===== config.mk =====
export PLATFORM = sky130hd
export DESIGN_NAME = wiper_motor_controller
export DESIGN_NICKNAME = d
export VERILOG_FILES = /design/src/rtl/wmc_pkg.sv /design/src/rtl/wiper_motor_controller.sv
export SDC_FILE = /design/constraint.sdc
export NUM_CORES = 1
export LEC_CHECK = 0
export BUFFER_PORTS_ARGS = -buffer_cell sky130_fd_sc_hd__clkbuf_2
export CORE_MARGIN = 2
export CORE_UTILIZATION = 60
export CTS_CLUSTER_DIAMETER = 150
export DETAILED_ROUTE_END_ITERATION = 8
export PLACE_DENSITY = 0.89
export SKIP_LAST_GASP = 1
export SYNTH_ARGS = -nofsm -noshare
export SYNTH_HDL_FRONTEND = slang
export SYNTH_SLANG_ARGS = --single-unit

===== constraint.sdc =====
create_clock -name clk_i -period 15.92 [get_ports clk_i]
set_input_delay 1.592 -clock clk_i [delete_from_list [all_inputs] [get_ports clk_i]]
set_output_delay 1.592 -clock clk_i [all_outputs]
set_load 0.02 [all_outputs]

===== src/rtl/wmc_pkg.sv =====
// ----------------------------------------------------------------------------
// Wiper motor controller package
// Shared state codes, register indexes and timing constants.
// ----------------------------------------------------------------------------
`timescale 1ns / 1ps
`default_nettype none

package wmc_pkg;

  // Wiper state, also the value shown on the result beat
  typedef enum logic [2:0] {
    StParked  = 3'd0,
    StParking = 3'd1,
    StSlow    = 3'd2,
    StFast    = 3'd3,
    StInterOn = 3'd4,
    StPause   = 3'd5,
    StWash    = 3'd6,
    StSwipe   = 3'd7
  } wiper_state_e;

  // Input source selection
  typedef enum logic [1:0] {
    ModeSwitches = 2'd0,
    ModeSelector = 2'd1,
    ModeMixed    = 2'd2,
    ModeNone     = 2'd3
  } input_mode_e;

  // Configuration register indexes
  typedef enum logic [2:0] {
    RegEnable     = 3'd0,
    RegInputMode  = 3'd1,
    RegParkStop   = 3'd2,
    RegWashCycles = 3'd3,
    RegSpeedMap   = 3'd4,
    RegPauseDly   = 3'd5,
    RegSpare6     = 3'd6,
    RegSpare7     = 3'd7
  } cfg_reg_e;

  // Selector map codes
  localparam logic [3:0] CodePark      = 4'd0;
  localparam logic [3:0] CodeSlow      = 4'd1;
  localparam logic [3:0] CodeFast      = 4'd2;
  localparam logic [3:0] InterCodeBase = 4'd3;
  localparam logic [3:0] InterCodeLast = 4'd8;

  localparam int DelayUnitMs = 100;
  localparam int DelayW      = 15;
  localparam int CfgDataW    = 48;

  // A speed request: valid flag plus the requested state
  typedef struct packed {
    logic         valid;
    wiper_state_e target;
  } speed_req_t;

endpackage

`default_nettype wire


===== src/rtl/wiper_motor_controller.sv =====
// ----------------------------------------------------------------------------
// Wiper motor controller
// Tick-driven wiper state machine with wash, swipe and intermittent timing.
// ----------------------------------------------------------------------------
//  channel   dir  width  contents
//  s_axis    in   40+3   tdata: time, switches; tuser: speed_select
//  m_axis    out  8      tdata: slow_drive, fast_drive, wiper_state
//  cfg       in   3+48   register index, write data
//
// One beat per cycle sustained while m_axis does not stall.
// A tick sits in the input register, the state update is one pass of logic
// into the result register, and state commits as the tick moves on.
// A stall on m_axis holds the result; the input register still takes one beat.
// Reset clears state, config and both valid flags.
`timescale 1ns / 1ps
`default_nettype none

module wiper_motor_controller (
  input  wire logic        clk_i,
  input  wire logic        rst_ni,
  // tdata: [31:0] time_now_ms, [32] slow_switch, [33] fast_switch,
  //        [34] inter_switch, [35] on_switch, [36] park_switch,
  //        [37] wash_switch, [38] swipe_switch, [39] zero
  input  wire logic [39:0] s_axis_tdata,
  // tuser: [2:0] speed_select
  input  wire logic [2:0]  s_axis_tuser,
  input  wire logic        s_axis_tvalid,
  output logic             s_axis_tready,
  // tdata: [0] slow_drive, [1] fast_drive, [4:2] wiper_state, [7:5] zero
  output logic [7:0]       m_axis_tdata,
  output logic             m_axis_tvalid,
  input  wire logic        m_axis_tready,
  input  wire logic        cfg_we_i,
  input  wire logic [2:0]  cfg_idx_i,
  input  wire logic [47:0] cfg_data_i
);

  localparam int DW = wmc_pkg::DelayW;

  // --------------------------------------------------------------------------
  // Configuration registers
  // --------------------------------------------------------------------------
  logic                     enable_q;
  wmc_pkg::input_mode_e     input_mode_q;
  logic                     park_stop_q;
  logic [3:0]               wash_cycles_q;
  logic [31:0]              speed_map_q;
  logic [47:0]              pause_delays_q;

  always_ff @(posedge clk_i or negedge rst_ni) begin
    if (!rst_ni) begin
      enable_q       <= 1'b0;
      input_mode_q   <= wmc_pkg::ModeSwitches;
      park_stop_q    <= 1'b0;
      wash_cycles_q  <= 4'd0;
      speed_map_q    <= 32'd0;
      pause_delays_q <= 48'd0;
    end else if (cfg_we_i) begin
      unique case (wmc_pkg::cfg_reg_e'(cfg_idx_i))
        wmc_pkg::RegEnable:     enable_q       <= cfg_data_i[0];
        wmc_pkg::RegInputMode:  input_mode_q   <= wmc_pkg::input_mode_e'(cfg_data_i[1:0]);
        wmc_pkg::RegParkStop:   park_stop_q    <= cfg_data_i[0];
        wmc_pkg::RegWashCycles: wash_cycles_q  <= cfg_data_i[3:0];
        wmc_pkg::RegSpeedMap:   speed_map_q    <= cfg_data_i[31:0];
        wmc_pkg::RegPauseDly:   pause_delays_q <= cfg_data_i[47:0];
        default: ;
      endcase
    end
  end

  // --------------------------------------------------------------------------
  // Input register and handshake
  // --------------------------------------------------------------------------
  logic        in_valid_q;
  logic [31:0] time_q;
  logic        sl_q, fa_q, it_q, on_q, park_q, wash_q, swipe_q;
  logic [2:0]  sel_q;
  logic        advance;
  logic        s_accept;

  assign advance       = in_valid_q && (!m_axis_tvalid || m_axis_tready);
  assign s_axis_tready = !in_valid_q || advance;
  assign s_accept      = s_axis_tvalid && s_axis_tready;

  always_ff @(posedge clk_i or negedge rst_ni) begin
    if (!rst_ni) begin
      in_valid_q <= 1'b0;
    end else if (s_axis_tready) begin
      in_valid_q <= s_axis_tvalid;
    end
  end

  always_ff @(posedge clk_i) begin
    if (s_accept) begin
      time_q  <= s_axis_tdata[31:0];
      sl_q    <= s_axis_tdata[32];
      fa_q    <= s_axis_tdata[33];
      it_q    <= s_axis_tdata[34];
      on_q    <= s_axis_tdata[35];
      park_q  <= s_axis_tdata[36];
      wash_q  <= s_axis_tdata[37];
      swipe_q <= s_axis_tdata[38];
      sel_q   <= s_axis_tuser;
    end
  end

  // --------------------------------------------------------------------------
  // Controller state
  // --------------------------------------------------------------------------
  wmc_pkg::wiper_state_e st_q, st_d;
  wmc_pkg::wiper_state_e saved_q, saved_d;
  logic [31:0]           pstart_q, pstart_d;
  logic [DW-1:0]         dly_q, dly_d;
  logic [3:0]            wipe_q, wipe_d;
  logic                  prevp_q, prevp_d;
  logic [1:0]            drive_q, drive_d;

  // --------------------------------------------------------------------------
  // Speed request decode (selector map and switches)
  // --------------------------------------------------------------------------
  logic [3:0]          code;
  logic [2:0]          dly_idx;
  logic [7:0]          dly_byte;
  logic [DW-1:0]       map_dly;
  logic                map_is_inter;
  wmc_pkg::speed_req_t map_req;
  wmc_pkg::speed_req_t mu_req;
  logic                mu_dly_v;
  logic [DW-1:0]       mu_dly;
  logic [7:0]          byte0;

  assign code         = speed_map_q[{sel_q, 2'b00} +: 4];
  assign map_is_inter = (code >= wmc_pkg::InterCodeBase) && (code <= wmc_pkg::InterCodeLast);
  assign dly_idx      = 3'(code - wmc_pkg::InterCodeBase);
  assign dly_byte     = pause_delays_q[{dly_idx, 3'b000} +: 8];
  assign map_dly      = DW'({7'd0, dly_byte} * DW'(wmc_pkg::DelayUnitMs));
  assign byte0        = pause_delays_q[7:0];

  always_comb begin
    map_req = '{valid: 1'b0, target: wmc_pkg::StParked};
    if (code == wmc_pkg::CodeSlow) begin
      map_req = '{valid: 1'b1, target: wmc_pkg::StSlow};
    end else if (code == wmc_pkg::CodeFast) begin
      map_req = '{valid: 1'b1, target: wmc_pkg::StFast};
    end else if (map_is_inter) begin
      map_req = '{valid: 1'b1, target: wmc_pkg::StInterOn};
    end
  end

  always_comb begin
    mu_req   = '{valid: 1'b0, target: wmc_pkg::StParked};
    mu_dly_v = 1'b0;
    mu_dly   = map_dly;
    unique case (input_mode_q)
      wmc_pkg::ModeSwitches: begin
        mu_dly = DW'({7'd0, byte0} * DW'(wmc_pkg::DelayUnitMs));
        if (it_q) begin
          mu_dly_v = 1'b1;
          mu_req   = '{valid: 1'b1, target: wmc_pkg::StInterOn};
        end
        if (sl_q) mu_req = '{valid: 1'b1, target: wmc_pkg::StSlow};
        if (fa_q) mu_req = '{valid: 1'b1, target: wmc_pkg::StFast};
        // own switch released: park, wins over the other switch requests
        if ((st_q == wmc_pkg::StFast && !fa_q) || (st_q == wmc_pkg::StSlow && !sl_q) ||
            ((st_q == wmc_pkg::StInterOn || st_q == wmc_pkg::StPause) && !it_q)) begin
          mu_req = '{valid: 1'b1, target: wmc_pkg::StParking};
        end
      end
      wmc_pkg::ModeSelector: begin
        mu_dly_v = map_is_inter;
        if (code == wmc_pkg::CodePark) mu_req = '{valid: 1'b1, target: wmc_pkg::StParking};
        else mu_req = map_req;
      end
      wmc_pkg::ModeMixed: begin
        mu_dly_v = map_is_inter;
        if (!on_q) mu_req = '{valid: 1'b1, target: wmc_pkg::StParking};
        if (map_req.valid) mu_req = map_req;
      end
      default: ;
    endcase
  end

  // --------------------------------------------------------------------------
  // State update for one tick
  // --------------------------------------------------------------------------
  wmc_pkg::speed_req_t req;
  wmc_pkg::wiper_state_e nxt;
  logic [31:0]           elapsed;
  logic [3:0]            wipe_inc;

  assign elapsed = time_q - pstart_q;

  always_comb begin
    st_d     = st_q;
    saved_d  = saved_q;
    pstart_d = pstart_q;
    dly_d    = dly_q;
    wipe_d   = wipe_q;
    prevp_d  = prevp_q;
    drive_d  = drive_q;
    req      = '{valid: 1'b0, target: wmc_pkg::StParked};
    nxt      = st_q;
    wipe_inc = wipe_q;
    if (enable_q) begin
      // states that evaluate speed requests may reload the pause delay
      if (st_q == wmc_pkg::StParked || st_q == wmc_pkg::StSlow || st_q == wmc_pkg::StFast ||
          st_q == wmc_pkg::StInterOn || st_q == wmc_pkg::StPause) begin
        req = mu_req;
        if (mu_dly_v) dly_d = mu_dly;
      end
      unique case (st_q)
        wmc_pkg::StParked: begin
          drive_d = 2'b00;
          if (req.target == wmc_pkg::StParking) req.valid = 1'b0;
        end
        wmc_pkg::StParking: begin
          if (park_q == park_stop_q) begin
            drive_d = 2'b00;
            nxt     = wmc_pkg::StParked;
          end
        end
        wmc_pkg::StSlow: drive_d = 2'b01;
        wmc_pkg::StFast: drive_d = 2'b11;
        wmc_pkg::StInterOn: begin
          drive_d = 2'b01;
          if (!park_q) begin
            pstart_d = time_q;
            nxt      = wmc_pkg::StPause;
          end
        end
        wmc_pkg::StPause: begin
          drive_d = 2'b00;
          if (elapsed > {{(32-DW){1'b0}}, dly_d}) begin
            drive_d = 2'b01;
            nxt     = wmc_pkg::StInterOn;
          end
        end
        wmc_pkg::StWash: begin
          drive_d = (saved_q == wmc_pkg::StFast) ? 2'b11 : 2'b01;
          if (wash_q) begin
            wipe_d = 4'd0;
          end else begin
            // count falling edges of the park switch, saturating
            if (!park_q && prevp_q && wipe_q != 4'hF) wipe_inc = wipe_q + 4'd1;
            wipe_d = wipe_inc;
            if (wipe_inc >= wash_cycles_q) begin
              req.valid = 1'b1;
              if (saved_q == wmc_pkg::StParked) req.target = wmc_pkg::StParking;
              else if (saved_q == wmc_pkg::StPause) req.target = wmc_pkg::StInterOn;
              else req.target = saved_q;
            end
          end
          prevp_d = park_q;
        end
        wmc_pkg::StSwipe: begin
          drive_d = 2'b11;
          if (park_q) nxt = wmc_pkg::StParking;
        end
        default: ;
      endcase
      // intermittent request while cycling is ignored
      if ((st_q == wmc_pkg::StInterOn || st_q == wmc_pkg::StPause) &&
          req.target == wmc_pkg::StInterOn) begin
        req.valid = 1'b0;
      end
      if (req.valid) nxt = req.target;
      if (wash_q) begin
        if (st_q != wmc_pkg::StWash) saved_d = st_q;
        nxt = wmc_pkg::StWash;
      end
      if (swipe_q) nxt = wmc_pkg::StSwipe;
      st_d = nxt;
    end
  end

  always_ff @(posedge clk_i or negedge rst_ni) begin
    if (!rst_ni) begin
      st_q     <= wmc_pkg::StParked;
      saved_q  <= wmc_pkg::StParked;
      pstart_q <= 32'd0;
      dly_q    <= '0;
      wipe_q   <= 4'd0;
      prevp_q  <= 1'b0;
      drive_q  <= 2'b00;
    end else if (advance) begin
      st_q     <= st_d;
      saved_q  <= saved_d;
      pstart_q <= pstart_d;
      dly_q    <= dly_d;
      wipe_q   <= wipe_d;
      prevp_q  <= prevp_d;
      drive_q  <= drive_d;
    end
  end

  // --------------------------------------------------------------------------
  // Result register
  // --------------------------------------------------------------------------
  logic       out_valid_q;
  logic [7:0] out_data_q;

  always_ff @(posedge clk_i or negedge rst_ni) begin
    if (!rst_ni) begin
      out_valid_q <= 1'b0;
    end else if (advance) begin
      out_valid_q <= 1'b1;
    end else if (m_axis_tready) begin
      out_valid_q <= 1'b0;
    end
  end

  always_ff @(posedge clk_i) begin
    if (advance) begin
      out_data_q <= {3'b000, st_d, drive_d};
    end
  end

  assign m_axis_tvalid = out_valid_q;
  assign m_axis_tdata  = out_data_q;

  // --------------------------------------------------------------------------
  // Assertions
  // --------------------------------------------------------------------------
  // fast line never runs without the slow line
  a_drive_code: assert property (@(posedge clk_i) disable iff (!rst_ni)
    drive_q != 2'b10) else $error("fast drive without slow drive");

  // the saved pre-wash state is never wash itself
  a_saved_not_wash: assert property (@(posedge clk_i) disable iff (!rst_ni)
    saved_q != wmc_pkg::StWash) else $error("saved state is wash");

  // disabled block keeps its state across ticks
  a_disabled_holds: assert property (@(posedge clk_i) disable iff (!rst_ni)
    (advance && !enable_q) |=> ($stable(st_q) && $stable(drive_q)))
    else $error("state changed while disabled");

  // input side only stalls when a tick is held and the result is blocked
  a_ready_stall: assert property (@(posedge clk_i) disable iff (!rst_ni)
    !s_axis_tready |-> (in_valid_q && m_axis_tvalid && !m_axis_tready))
    else $error("input stalled without cause");

  // a committed tick shows its new state on the result beat
  a_result_state: assert property (@(posedge clk_i) disable iff (!rst_ni)
    advance |=> (m_axis_tvalid && m_axis_tdata[4:2] == st_q && m_axis_tdata[1:0] == drive_q))
    else $error("result beat does not match committed state");

endmodule

`default_nettype wire


Yosys cells after proc, flatten, opt, wreduce, memory -nomap -nowiden
Cells that the tools add are included.
{"block": "totals", "reg_bits": 197, "in_bits": 99, "out_inout_bits": 10}
{"block": "op_classes", "add_sub_neg": 3, "multipliers": 2, "order_cmp": 4, "eq_ne": 23, "shift": 2, "n_mux": 50, "bitwise_logic": 1, "reduce_logical": 43}
{"cell": "two-way mux 4 bit", "count": 19}
{"cell": "two-way mux 15 bit", "count": 4}
{"cell": "variable part select 48 x 7 -> 8 bit", "count": 1}
{"cell": "two-way mux 3 bit", "count": 12}
{"cell": "> comparator 32 x 15 -> 1 bit", "count": 1}
{"cell": "variable part select 32 x 6 -> 4 bit", "count": 1}
{"cell": "subtractor 32 bit", "count": 1}
{"cell": "multiplier 8 x 5 -> 13 bit, second input constant", "count": 2}
{"cell": "== test 3 bit, second input constant", "count": 8}
{"cell": "== test 3 x 2 -> 1 bit, second input constant", "count": 5}
{"cell": "AND reduction 2 bit", "count": 7}
{"cell": "one-hot mux 2 bit (6 select lines)", "count": 1}
{"cell": "one-hot mux 3 bit (4 select lines)", "count": 1}
{"cell": "one-hot mux 4 bit (3 select lines)", "count": 1}
{"cell": "== test 3 x 1 -> 1 bit, second input constant", "count": 3}
{"cell": "logical AND 1 bit", "count": 9}
{"cell": "logical NOT 3 bit", "count": 3}
{"cell": "logical OR 1 bit", "count": 9}
{"cell": "AND reduction 4 bit", "count": 2}
{"cell": "two-way mux 1 bit", "count": 7}
{"cell": "logical NOT 1 bit", "count": 6}
{"cell": "two-way mux 2 bit", "count": 3}
{"cell": "OR reduction 2 bit", "count": 3}
{"cell": "adder 4 x 1 -> 4 bit, second input constant", "count": 1}
{"cell": "other kinds (17)", "count": 18}

Longest topological paths before layout
Gate-level depths: netlist of the first run.
{"block": "logic_depth", "word_depth": 22, "depth_mapped": 33}

Least setup slack after synthesis of the first run
OpenSTA, ideal clock, no wires.
{"block": "synth_path", "path_type": "reg-to-reg", "start": "reg sel_q[0]", "end": "reg out_data_q[0], in the netlist m_axis_tdata[0] (data pin)", "setup_time_ps": 269, "t_arrival_ps": 7330, "required_time_ps": 15651, "slack_ps": 8320, "path_stages_with_launch": 31, "path_buffers": 3, "synth_period_minus_slack_ps": 7600, "path_cell_list": "edfxtp_1 buf_4 mux4_2 mux2i_4 buf_2 inv_1 ha_1 xnor2_1 or2_2 clkbuf_1 o21ai_0 ha_1 ha_1 fa_1 ha_1 nor2b_1 o21ai_0 a21boi_0 o21ai_0 a21boi_0 o31ai_1 mux2i_1 ha_1 nor2b_1 o21ai_0 o2111ai_1 o32ai_1 nand3_1 nor4_2 nor4b_2 o311ai_1"}
{"block": "synth_via", "elab_chain_cells": 12}
{"element": "start: declaration", "line_no": "wiper_motor_controller.sv:77", "text": "logic [2:0] sel_q;"}
{"element": "start signal: assignment", "line_no": "wiper_motor_controller.sv:103", "text": "sel_q <= s_axis_tuser;"}
{"element": "variable part select 32 x 6 -> 4 bit *", "line_no": "wiper_motor_controller.sv:132", "text": "assign code = speed_map_q[{sel_q, 2'b00} +: 4];"}
{"element": "subtractor 3 x 2 -> 3 bit", "line_no": "wiper_motor_controller.sv:134", "text": "assign dly_idx = 3'(code - wmc_pkg::InterCodeBase);"}
{"element": "variable part select 48 x 7 -> 8 bit", "line_no": "wiper_motor_controller.sv:135", "text": "assign dly_byte = pause_delays_q[{dly_idx, 3'b000} +: 8];"}
{"element": "multiplier 8 x 5 -> 13 bit", "line_no": "wiper_motor_controller.sv:136", "text": "assign map_dly = DW'({7'd0, dly_byte} * DW'(wmc_pkg::DelayUnitMs));"}
{"element": "two-way mux 15 bit", "line_no": "wiper_motor_controller.sv:154", "text": "unique case (input_mode_q)"}
{"element": "two-way mux 15 bit *", "line_no": "wiper_motor_controller.sv:209", "text": "if (mu_dly_v) dly_d = mu_dly;"}
{"element": "two-way mux 15 bit *", "line_no": "wiper_motor_controller.sv:206", "text": "if (st_q == wmc_pkg::StParked || st_q == wmc_pkg::StSlow || st_q == wmc_pkg::StFast ||"}
{"element": "two-way mux 15 bit *", "line_no": "wiper_motor_controller.sv:204", "text": "if (enable_q) begin"}
{"element": "> comparator 32 x 15 -> 1 bit *", "line_no": "wiper_motor_controller.sv:233", "text": "if (elapsed > {{(32-DW){1'b0}}, dly_d}) begin"}
{"element": "two-way mux 1 bit *", "line_no": "wiper_motor_controller.sv:233"}
{"element": "one-hot mux 2 bit (6 select lines) *", "line_no": "wiper_motor_controller.sv:211", "text": "unique case (st_q)"}
{"element": "two-way mux 2 bit *", "line_no": "wiper_motor_controller.sv:204"}
{"element": "net drive_d[0]", "line_no": "wiper_motor_controller.sv:116", "text": "logic [1:0] drive_q, drive_d;"}
{"element": "end signal: assignment", "line_no": "wiper_motor_controller.sv:314", "text": "out_data_q <= {3'b000, st_d, drive_d};"}
{"element": "end: declaration", "line_no": "wiper_motor_controller.sv:300", "text": "logic [7:0] out_data_q;"}
Mark *: on every way through the listed nets, which the timed path passes. The rest lies on a longest branch. The select of a mux whose other input is x is not followed.
A chain may end at the register's enable or synchronous reset.

Worst setup path after layout of the first run
Ends and elaborated chain as after synthesis.

==> impl_results.md, run 1 <==
- RD Place Congestion: 0.881
- Crit path kind: flip-flop to flip-flop
- Clock-pin slew on the worst setup and hold paths: 0.08 ns
- Dpl cells: 1,501
- WP data arrival: 9.36 ns
- Vias: 9,640
- CP startpoint kind: flip-flop
- Outcome: finished, final reports clean
- Worst slew pin tran: 1.09 ns
- Layout Cells excl Fill: 1,533
- Final setup violation count: 0
- Vias in the first global route: 9,810
- Synth unique cells: 78
- Top area cells in the synthesized netlist: dfrtp_1 30%, mux2_2 11%, ha_1 11%
- Global-route wire length before repair: 48,200 µm
- CTS Buffer Depth: 2
- Antenna violations before repair: 0
- Main synth FF type: dfrtp_1
- Pre-CTS WS: 7.25 ns
- DR iter-0 viols: 725
- DIE AREA: 0.0221 mm²
- CTS buffer count: 17
- Period utilisation layout: 57.6%
- # IOs: 109
- Clock Latency Late Sink: 0.46 ns
- Vias per Instance: 6.29
- Post-synth ARST share: 76.1%
- CORE AREA: 0.0204 mm²
- Placement Cell Area: 0.0133 mm²
- I/O Buffers: 104
- CP Max Fanout: 19
- Slew HR: 27.2%
- Net count, final: 1,471
- Max Fclk: 109 MHz
- Fin crit period: 9.17 ns
- Synthesized area: 0.0125 mm²
- CP dominant cell by count: ha_1
- Final Cell Area: 0.0139 mm²
- CTS tree: yes
- Number of remaining DRC errors: 0
- Tot Pwr: 2.64 mW
- Sequential element share of the synthesized area: 41.2%
- Post-Syn Area per Cell: 10.8 µm²
- CP Data Required Time: 16.11 ns
- Post-CTS Setup Repair Bufs: 0
- CTS-repair resized insts: 0
- Layout cells sized above 1: 23.4%
- Unrepaired setup endpoints after global routing: false
- Count leader, synth: dfrtp_1
- Setup_tns: 0 ns
- Synthesis-stage register bit count: 197
- Lkg Pwr: 6.27 nW
- Peak VDD IR: 105 µV
- WL/cell: 19.2 µm
- CP max stage cell: edfxtp_1
- Final Max Tran Viols: 0
- Clk sinks: 197
- CP endpoint kind: flip-flop
- WL final: 29,400 µm
- Worst R2R Path Depth: 28
- Dominant cell type by area after synthesis: dfrtp_1
- Synth-to-Final Area Change: 11.0%
- Post-DP HPWL: 20,700 µm
- Die width: 149 µm
- Post-Syn Instances: 1,163
- GRT Util Overall: 27.5%
- H-tree depth: 4
- Final Hold Fails: 0
- Ant diodes: 0
- Hold Slack: 0.509 ns
- Post-synth EDFFs: 47
- Post-synth top area share: 29.9%
- Die height: 149 µm
- Largest stage delay on the critical path: 0.76 ns
- Root buf cell: clkbuf_16
- # hold bufs at CTS: 0
- Final WS setup: 6.75 ns
- Core Rows: 52
- Post-route ant nets: 0
- Final core occ: 68.3%
- P per Cell Area: 190 mW/mm²
- Clk_skew: 0.0198 ns
- Gr ovfl total: 0
- Hold Path Stages: 1
- Max-Cap Viols: 0
- Initial Util: 61.6%
- 1st-pass router iterations: 6
- Yosys synthesis warning count: 0
- Largest net degree at the start of global routing: 102
- Min-Delay Path Class: flip-flop to flip-flop
- Commonest cells post-synth: 150 x dfrtp_1, 128 x mux2_2, 115 x ha_1
-- final timing paths --
kind / startpoint / endpoint / slack [ns]
worst max-delay path: sel_q[0] / m_axis_tdata[0] / 6.75
worst min-delay path: pstart_q[18] / pstart_q[18] / 0.51
worst max register to register: sel_q[0] / m_axis_tdata[0] / 6.75
worst min register to register: pstart_q[18] / pstart_q[18] / 0.51
max in group asynchronous: rst_ni / pstart_q[10] / 13.51
min in group asynchronous: rst_ni / pause_delays_q[35] / 1.21
-- metal layers --
layer	up-vias	wire [µm]	track usage (%)
li1	4418	-	-
met1	4737	11900	34.4
met2	401	14600	46.8
met3	84	1790	4.75
met4	0	1130	12.4
met5	-	0	0
-- worst max-delay path, delay by kind of cell (launching register included) --
family          cells  cell delay [ns]
compound gates     10             2.32
fa+ha+maj           6             2.12
simple gates        6             1.60
mux                 3             0.98
flops               1             0.76
xor+xnor            1             0.63
buf+inv             2             0.49
-- where the power goes --
part | total, mW | internal [mW] | switching (mW)
clock | 0.466 | 0.224 | 0.243
sequential | 0.730 | 0.638 | 0.0915
combinational | 1.45 | 0.625 | 0.823
total | 2.64 | 1.49 | 1.16
-- flip-flops by register name (all words and copies together) (netlist names), 2 cells and up --
signal	cells
pstart_q	32
saved_q	3
speed_map_q	32
wash_cycles_q	4
input_mode_q	2
time_q	32
pause_delays_q	48
wipe_q	4
st_q	3
drive_q	2
sel_q	3
m_axis_tdata	5
dly_q	15
-- cell type report --
cell class	instances	area, µm²
clock buffer	17	425
clock inverter	15	226
fill	1387	6450
inverter	85	319
multi-input combinational	839	6870
sequential	197	5160
tap	270	338
timing repair buffer	110	572
-- cells in the final DEF, fill, tap and decap left out, types with 6 or more instances in the layout --
master,synthesis,layout
nand3_1,15,15
ha_1,115,115
mux2_2,128,128
inv_1,85,85
a31oi_1,7,7
clkbuf_16,0,17
nand4_1,11,11
o211ai_1,8,8
a211oi_1,10,10
nand2b_1,15,15
dfrtp_1,150,150
mux2i_1,26,26
nor3b_1,7,7
clkbuf_2,0,103
fa_1,7,7
a21oi_1,74,74
mux4_2,16,16
nor2_1,54,54
o21bai_1,10,10
nor3_1,22,21
buf_4,4,6
o21ai_0,63,63
a21o_1,21,21
edfxtp_1,47,47
nor2b_1,10,10
nor4_1,8,8
nand2_1,75,75
xor2_1,13,13
xnor2_1,21,21
-- cells by family (layout without fill, tap and decap cells) --
kind of cell	count (synthesis)	in the layout	synth area share, %
AOI/OAI and AO/OA	256	256	12.9
muxes	171	171	16.6
other	1	3	0.0299
DFF	197	197	41.2
adders and majority gates	122	122	12.6
and+or+nand+nor	253	253	10.2
xor gates and xnor gates	34	34	2.37
buffers and inverters	129	227	4.12
No activity file was read; power rests on OpenSTA's default activity.
==> run 2: changes to the inputs <==
==> constraint.sdc (replaced) <==
create_clock -name clk_i -period 9.52 [get_ports clk_i]
set_input_delay 0.952 -clock clk_i [delete_from_list [all_inputs] [get_ports clk_i]]
set_output_delay 0.952 -clock clk_i [all_outputs]
set_load 0.02 [all_outputs]
==> run 2 against run 1 <==
Net effect:
- via count shrank 1.7%
- setup slack worse by 6.1 ns
- clock power up 75%
- global-route usage is 0.41 points lower
- utilization is 0.092 points higher
- sequential power up 67%
- combinational power is 64% higher
- first-iteration DRC count is 9.9% higher
- non-clock buffer count unchanged
- clock-buffer cell count is the same
- wire length shrank 2.6%
- sequential share of layout area down 0.050 points
==> impl_results.md, run 2 (synthesis gave the netlist of run 1 again) <==
- Outcome: finished, final reports clean
- Worst Path Buf+Inv: 2
- CP dominant cell by count: ha_1
- Die height: 149 µm
- Antenna violations before repair: 0
- Crit path kind: flip-flop to flip-flop
- Period utilisation layout: 92.7%
- WL final: 28,700 µm
- CTS buffer count: 17
- Clock Latency Late Sink: 0.47 ns
- CP startpoint kind: flip-flop
- Vias in the first global route: 9,707
- CTS-repair resized insts: 0
- Vias: 9,478
- Final Cell Area: 0.0139 mm²
- Lkg Pwr: 6.28 nW
- Final Max Tran Viols: 0
- CP Max Fanout: 19
- Busiest grt layer: met2
- Max FFs per register: 48
- Reg2reg setup slack: 0.69 ns
- Worst R2R Path Depth: 29
- Pre-CTS WS: 0.912 ns
- Ant diodes: 0
- CORE AREA: 0.0204 mm²
- Final Hold Fails: 0
- Top delay family on crit path: compound AO/OA/AOI/OAI gates
- P per Cell Area: 317 mW/mm²
- Layout Cells excl Fill: 1,533
- CP max stage cell: edfxtp_1
- Routing usage on met3: 4.45%
- Slew HR: 27.9%
- RR Endpoint: m_axis_tdata[0]
- Final setup violation count: 0
- Peak VDD IR: 173 µV
- Unrepaired setup endpoints after global routing: false
- Met1 usage: 34.3%
- Max Fclk: 113 MHz
- Largest stage delay on the critical path: 0.79 ns
- I/O Buffers: 104
- Hold Slack: 0.510 ns
- Post-DP HPWL: 20,500 µm
- R2r startpoint: sel_q[0]
- Placement Cell Area: 0.0133 mm²
- Hold Path Stages: 1
- Tot Pwr: 4.42 mW
- Top reg by flops: pause_delays_q
- CTS Buffer Depth: 2
- GR met2 Demand/Resource: 47.5%
- Net count, final: 1,471
- WL/cell: 18.7 µm
- Commonest non-fill, non-tap cell in the layout: dfrtp_1
- Min-Delay Path Class: flip-flop to flip-flop
- Vias per Instance: 6.18
- DIE AREA: 0.0221 mm²
- CTS tree: yes
- Clock-pin slew on the worst setup and hold paths: 0.09 ns
- Post-route ant nets: 0
- CP endpoint kind: flip-flop
- Hold endpoint: pstart_q[18]
- RD Place Congestion: 0.867
- # IOs: 109
- Max-Cap Viols: 0
- Worst slew pin tran: 1.08 ns
- Layout cells sized above 1: 23.4%
- Clk_skew: 0.0270 ns
- # hold bufs at CTS: 0
- Commonest cells after routing, fill and taps aside: 150 x dfrtp_1, 128 x mux2_2, 115 x ha_1
- Initial Util: 61.6%
- Die width: 149 µm
- WP data arrival: 9.02 ns
- DR iter-0 viols: 797
- Global-route wire length before repair: 47,500 µm
- Dpl cells: 1,501
- Number of remaining DRC errors: 0
- Post-CTS Setup Repair Bufs: 0
- Core Rows: 52
- Setup_tns: 0 ns
- Root buf cell: clkbuf_16
- Gr ovfl total: 0
- Fin crit period: 8.83 ns
- Filler cells: 1,403
- Clk sinks: 197
- HP Start: pstart_q[18]
- CP Data Required Time: 9.72 ns
- GRT Util Overall: 27.0%
- Final core occ: 68.4%
- Largest net degree at the start of global routing: 99
- H-tree depth: 4
- 1st-pass router iterations: 5
- Final WS setup: 0.693 ns
- Synth-to-Final Area Change: 11.1%
## run 2: cell types whose count changed in the layout (fill, tap and decap cells not counted)
cell        change
inv_8           +1
clkinv_4        -1
clkinvlp_4      -1
clkinv_8        -4
inv_16          +2
inv_12          +3
## run 2: per-layer routing
metal / vias to the layer above / share of wire [%]
met1: 4621 / 41
met4: 0 / 2.2
met3: 66 / 5.5
met2: 365 / 51
li1: 4426 / -
met5: - / 0
## run 2: worst max path at each step
stage,slack (ns),cells after the start,start,endpoint
floorplan,1.92,30,sel_q[0],m_axis_tdata[0]
global placement,1.22,29,sel_q[0],m_axis_tdata[0]
detailed placement,0.91,29,sel_q[0],m_axis_tdata[0]
CTS,0.78,28,sel_q[0],m_axis_tdata[0]
global route,0.03,28,sel_q[0],m_axis_tdata[0]
finish,0.69,29,sel_q[0],m_axis_tdata[0]
## run 2: worst reg2reg max path, delay by kind of cell (launching register included)
kind / cells / cell delay (ns)
multiplexers: 3 / 0.96
AO/OA/AOI/OAI: 11 / 2.52
adder cells (fa/ha/maj): 6 / 1.96
flip-flops: 1 / 0.79
buffers and inverters: 2 / 0.47
AND/OR/NAND/NOR: 6 / 1.59
XOR/XNOR: 1 / 0.28
## run 2: power breakdown
part	leakage (nW)	total (mW)	switching [mW]	internal, mW
registers	2.29	1.22	0.155	1.07
logic	3.67	2.38	1.34	1.04
clock network	0.326	0.816	0.429	0.387
## run 2: area by class of cell
type | instances | area (µm²) | area share, %
multi-input cells | 839 | 6870 | 49.3
flip-flops and latches | 197 | 5160 | 37.1
repair buffers | 110 | 572 | 4.10
clock buffers | 17 | 425 | 3.05
well taps | 270 | 338 | 2.42
inverters | 85 | 319 | 2.29
clock inverters | 15 | 245 | 1.76
==> run 3: changes to the inputs <==
--- a/config.mk
+++ b/config.mk
@@ -6,10 +6,11 @@
 export NUM_CORES = 1
 export LEC_CHECK = 0
 export BUFFER_PORTS_ARGS = -buffer_cell sky130_fd_sc_hd__clkbuf_2
-export CORE_MARGIN = 2
+export CORE_MARGIN = 5
 export CORE_UTILIZATION = 60
 export CTS_CLUSTER_DIAMETER = 150
 export DETAILED_ROUTE_END_ITERATION = 8
+export GPL_TIMING_DRIVEN = 0
 export PLACE_DENSITY = 0.89
 export SKIP_LAST_GASP = 1
 export SYNTH_ARGS = -nofsm -noshare
==> run 3 against run 2 <==
Net effect:
- global-route usage down 1.8 points
- sequential power about the same
- die area up 8.2%
- setup slack worse by 0.010 ns
- critical path depth up 2
- maximum frequency down 0.11%
- sequential share of layout area down 0.63 points
- total power up 1.2%
- flip-flop and latch count unchanged
- clock skew down 0.0080 ns
- first-iteration DRC count down 0.25%
- register-to-register slack about the same
- highest routed layer unchanged
==> impl_results.md, run 3 (synthesis gave the netlist of run 1 again) <==
- Outcome: finished, final reports clean
- Post-route ant nets: 0
- Max FFs per register: 48
- DIE AREA: 0.0239 mm²
- Routing usage on met3: 4.69%
- Clock-pin slew on the worst setup and hold paths: 0.09 ns
- # IOs: 109
- Placement Cell Area: 0.0135 mm²
- Worst slew pin tran: 0.839 ns
- Busiest grt layer: met2
- Final Max Tran Viols: 0
- Sw frac: 43.8%
- CP dominant cell by count: ha_1
- WP data arrival: 9.02 ns
- Final Cell Area: 0.0142 mm²
- Filler cells: 1,420
- I/O Buffers: 104
- Ant diodes: 0
- Number of remaining DRC errors: 0
- Clock network power share: 18.4%
- Core Rows: 52
- P per Cell Area: 315 mW/mm²
- Peak VDD IR: 176 µV
- Synth-to-Final Area Change: 13.1%
- Clk_skew: 0.0190 ns
- Max-Cap Viols: 0
- Largest net degree at the start of global routing: 102
- CTS buffer count: 17
- WL/cell: 19.2 µm
- WL final: 30,300 µm
- H-tree depth: 4
- DR iter-0 viols: 795
- Sequential share of power: 27.0%
- Tot Pwr: 4.47 mW
- CORE AREA: 0.0204 mm²
- Vias per Instance: 6.13
- Die width: 155 µm
- CP startpoint kind: flip-flop
- # hold bufs at CTS: 0
- Lkg Pwr: 6.41 nW
- Initial Util: 61.4%
- 1st-pass router iterations: 5
- Power share of the combinational group: 54.5%
- CTS Buffer Depth: 2
- Commonest non-fill, non-tap cell in the layout: dfrtp_1
- Die height: 155 µm
- CP max stage cell: mux4_2
- Fin crit period: 8.84 ns
- Antenna violations before repair: 0
- P_sw: 1.96 mW
- CTS tree: yes
- Clk sinks: 197
- Gr ovfl total: 0
- Root buf cell: clkbuf_16
- Internal power: 2.51 mW
- Final Hold Fails: 0
- Unrepaired setup endpoints after global routing: false
- Post-DP HPWL: 21,800 µm
- Max Fclk: 113 MHz
- Final setup violation count: 0
- Top reg by flops: pause_delays_q
- Vias in the first global route: 10,034
- Vias: 9,662
- Clock Latency Late Sink: 0.46 ns
- Net count, final: 1,515
- Slew HR: 43.6%
- Crit path kind: flip-flop to flip-flop
- Met1 usage: 32.6%
- CP Max Fanout: 11
- Min-Delay Path Class: input pin to asynchronous set/reset pin
- Global-route wire length before repair: 49,200 µm
- GRT Util Overall: 25.3%
- Largest stage delay on the critical path: 0.59 ns
- CP Data Required Time: 9.71 ns
- Layout cells sized above 1: 23.6%
- RD Place Congestion: 0.933
- Setup_tns: 0 ns
- Worst Path Buf+Inv: 4
- Period utilisation layout: 92.8%
- Commonest cells after routing, fill and taps aside: 150 x dfrtp_1, 128 x mux2_2, 115 x ha_1
- CP endpoint kind: flip-flop
- Top delay family on crit path: compound AO/OA/AOI/OAI gates
- GR met2 Demand/Resource: 43.1%
-- run 3: cell count changes in the layout (fill, tap and decap cells not counted), sizes merged --
cell,delta
clkbuf,+27
buf,+17
-- run 3: area by class of cell --
type / count / area, µm² / share of cell area (%)
Multi-Input combinational cell: 839 / 6880 / 48.5
Clock inverter: 15 / 249 / 1.76
Tap cell: 270 / 338 / 2.38
Inverter: 85 / 319 / 2.25
Sequential cell: 197 / 5160 / 36.4
Timing Repair Buffer: 110 / 607 / 4.28
Buffer: 44 / 200 / 1.41
Clock buffer: 17 / 425 / 3.00
-- run 3: worst paths after layout --
kind,startpoint,to,slack (ns),cells after the start
setup / recovery,sel_q[0],m_axis_tdata[0],0.68,31
hold / removal,rst_ni,pstart_q[7],0.46,1
setup reg to reg,sel_q[0],m_axis_tdata[0],0.68,31
hold reg to reg,prevp_q,prevp_q,0.50,1
max in group asynchronous,rst_ni,drive_q[1],8.23,2
min in group clk_i,prevp_q,prevp_q,0.50,1
-- run 3: timing repair --
action | 4_1_cts | 5_1_grt
buffers inserted | 0 | 4
setup endpoints to repair | 0 | 3
gates resized for setup | 0 | 2
-- run 3: per-layer routing --
metal | routed length [µm] | up-vias | part of all wire (%)
li1 | - | 4511 | -
met1 | 12600 | 4711 | 42
met2 | 15000 | 365 | 50
met3 | 1760 | 75 | 5.8
met4 | 878 | 0 | 2.9
met5 | 0 | - | 0
-- run 3: per-stage QoR --
step                      setup slack [ns]  util (%)  std cells  hold slack (ns)
after global placement               0.539      65.6       1539            0.471
final                                0.683      69.4       1577            0.458
after CTS                            0.233      69.2       1573            0.464
after detailed placement             0.387      65.9       1541            0.487
after floorplan                       1.92         -       1165            0.454
after global routing                0.0621      69.4       1577            0.491
-- run 3: power groups by stage --
stage | clock network (mW) | logic, mW | registers [mW]
floorplan | 0 | 1.82 | 1.17
global placement | 0 | 2.25 | 1.20
detailed placement | 0 | 2.34 | 1.21
CTS | 0.831 | 2.40 | 1.20
global route | 0.869 | 2.75 | 1.23
finish | 0.824 | 2.44 | 1.21
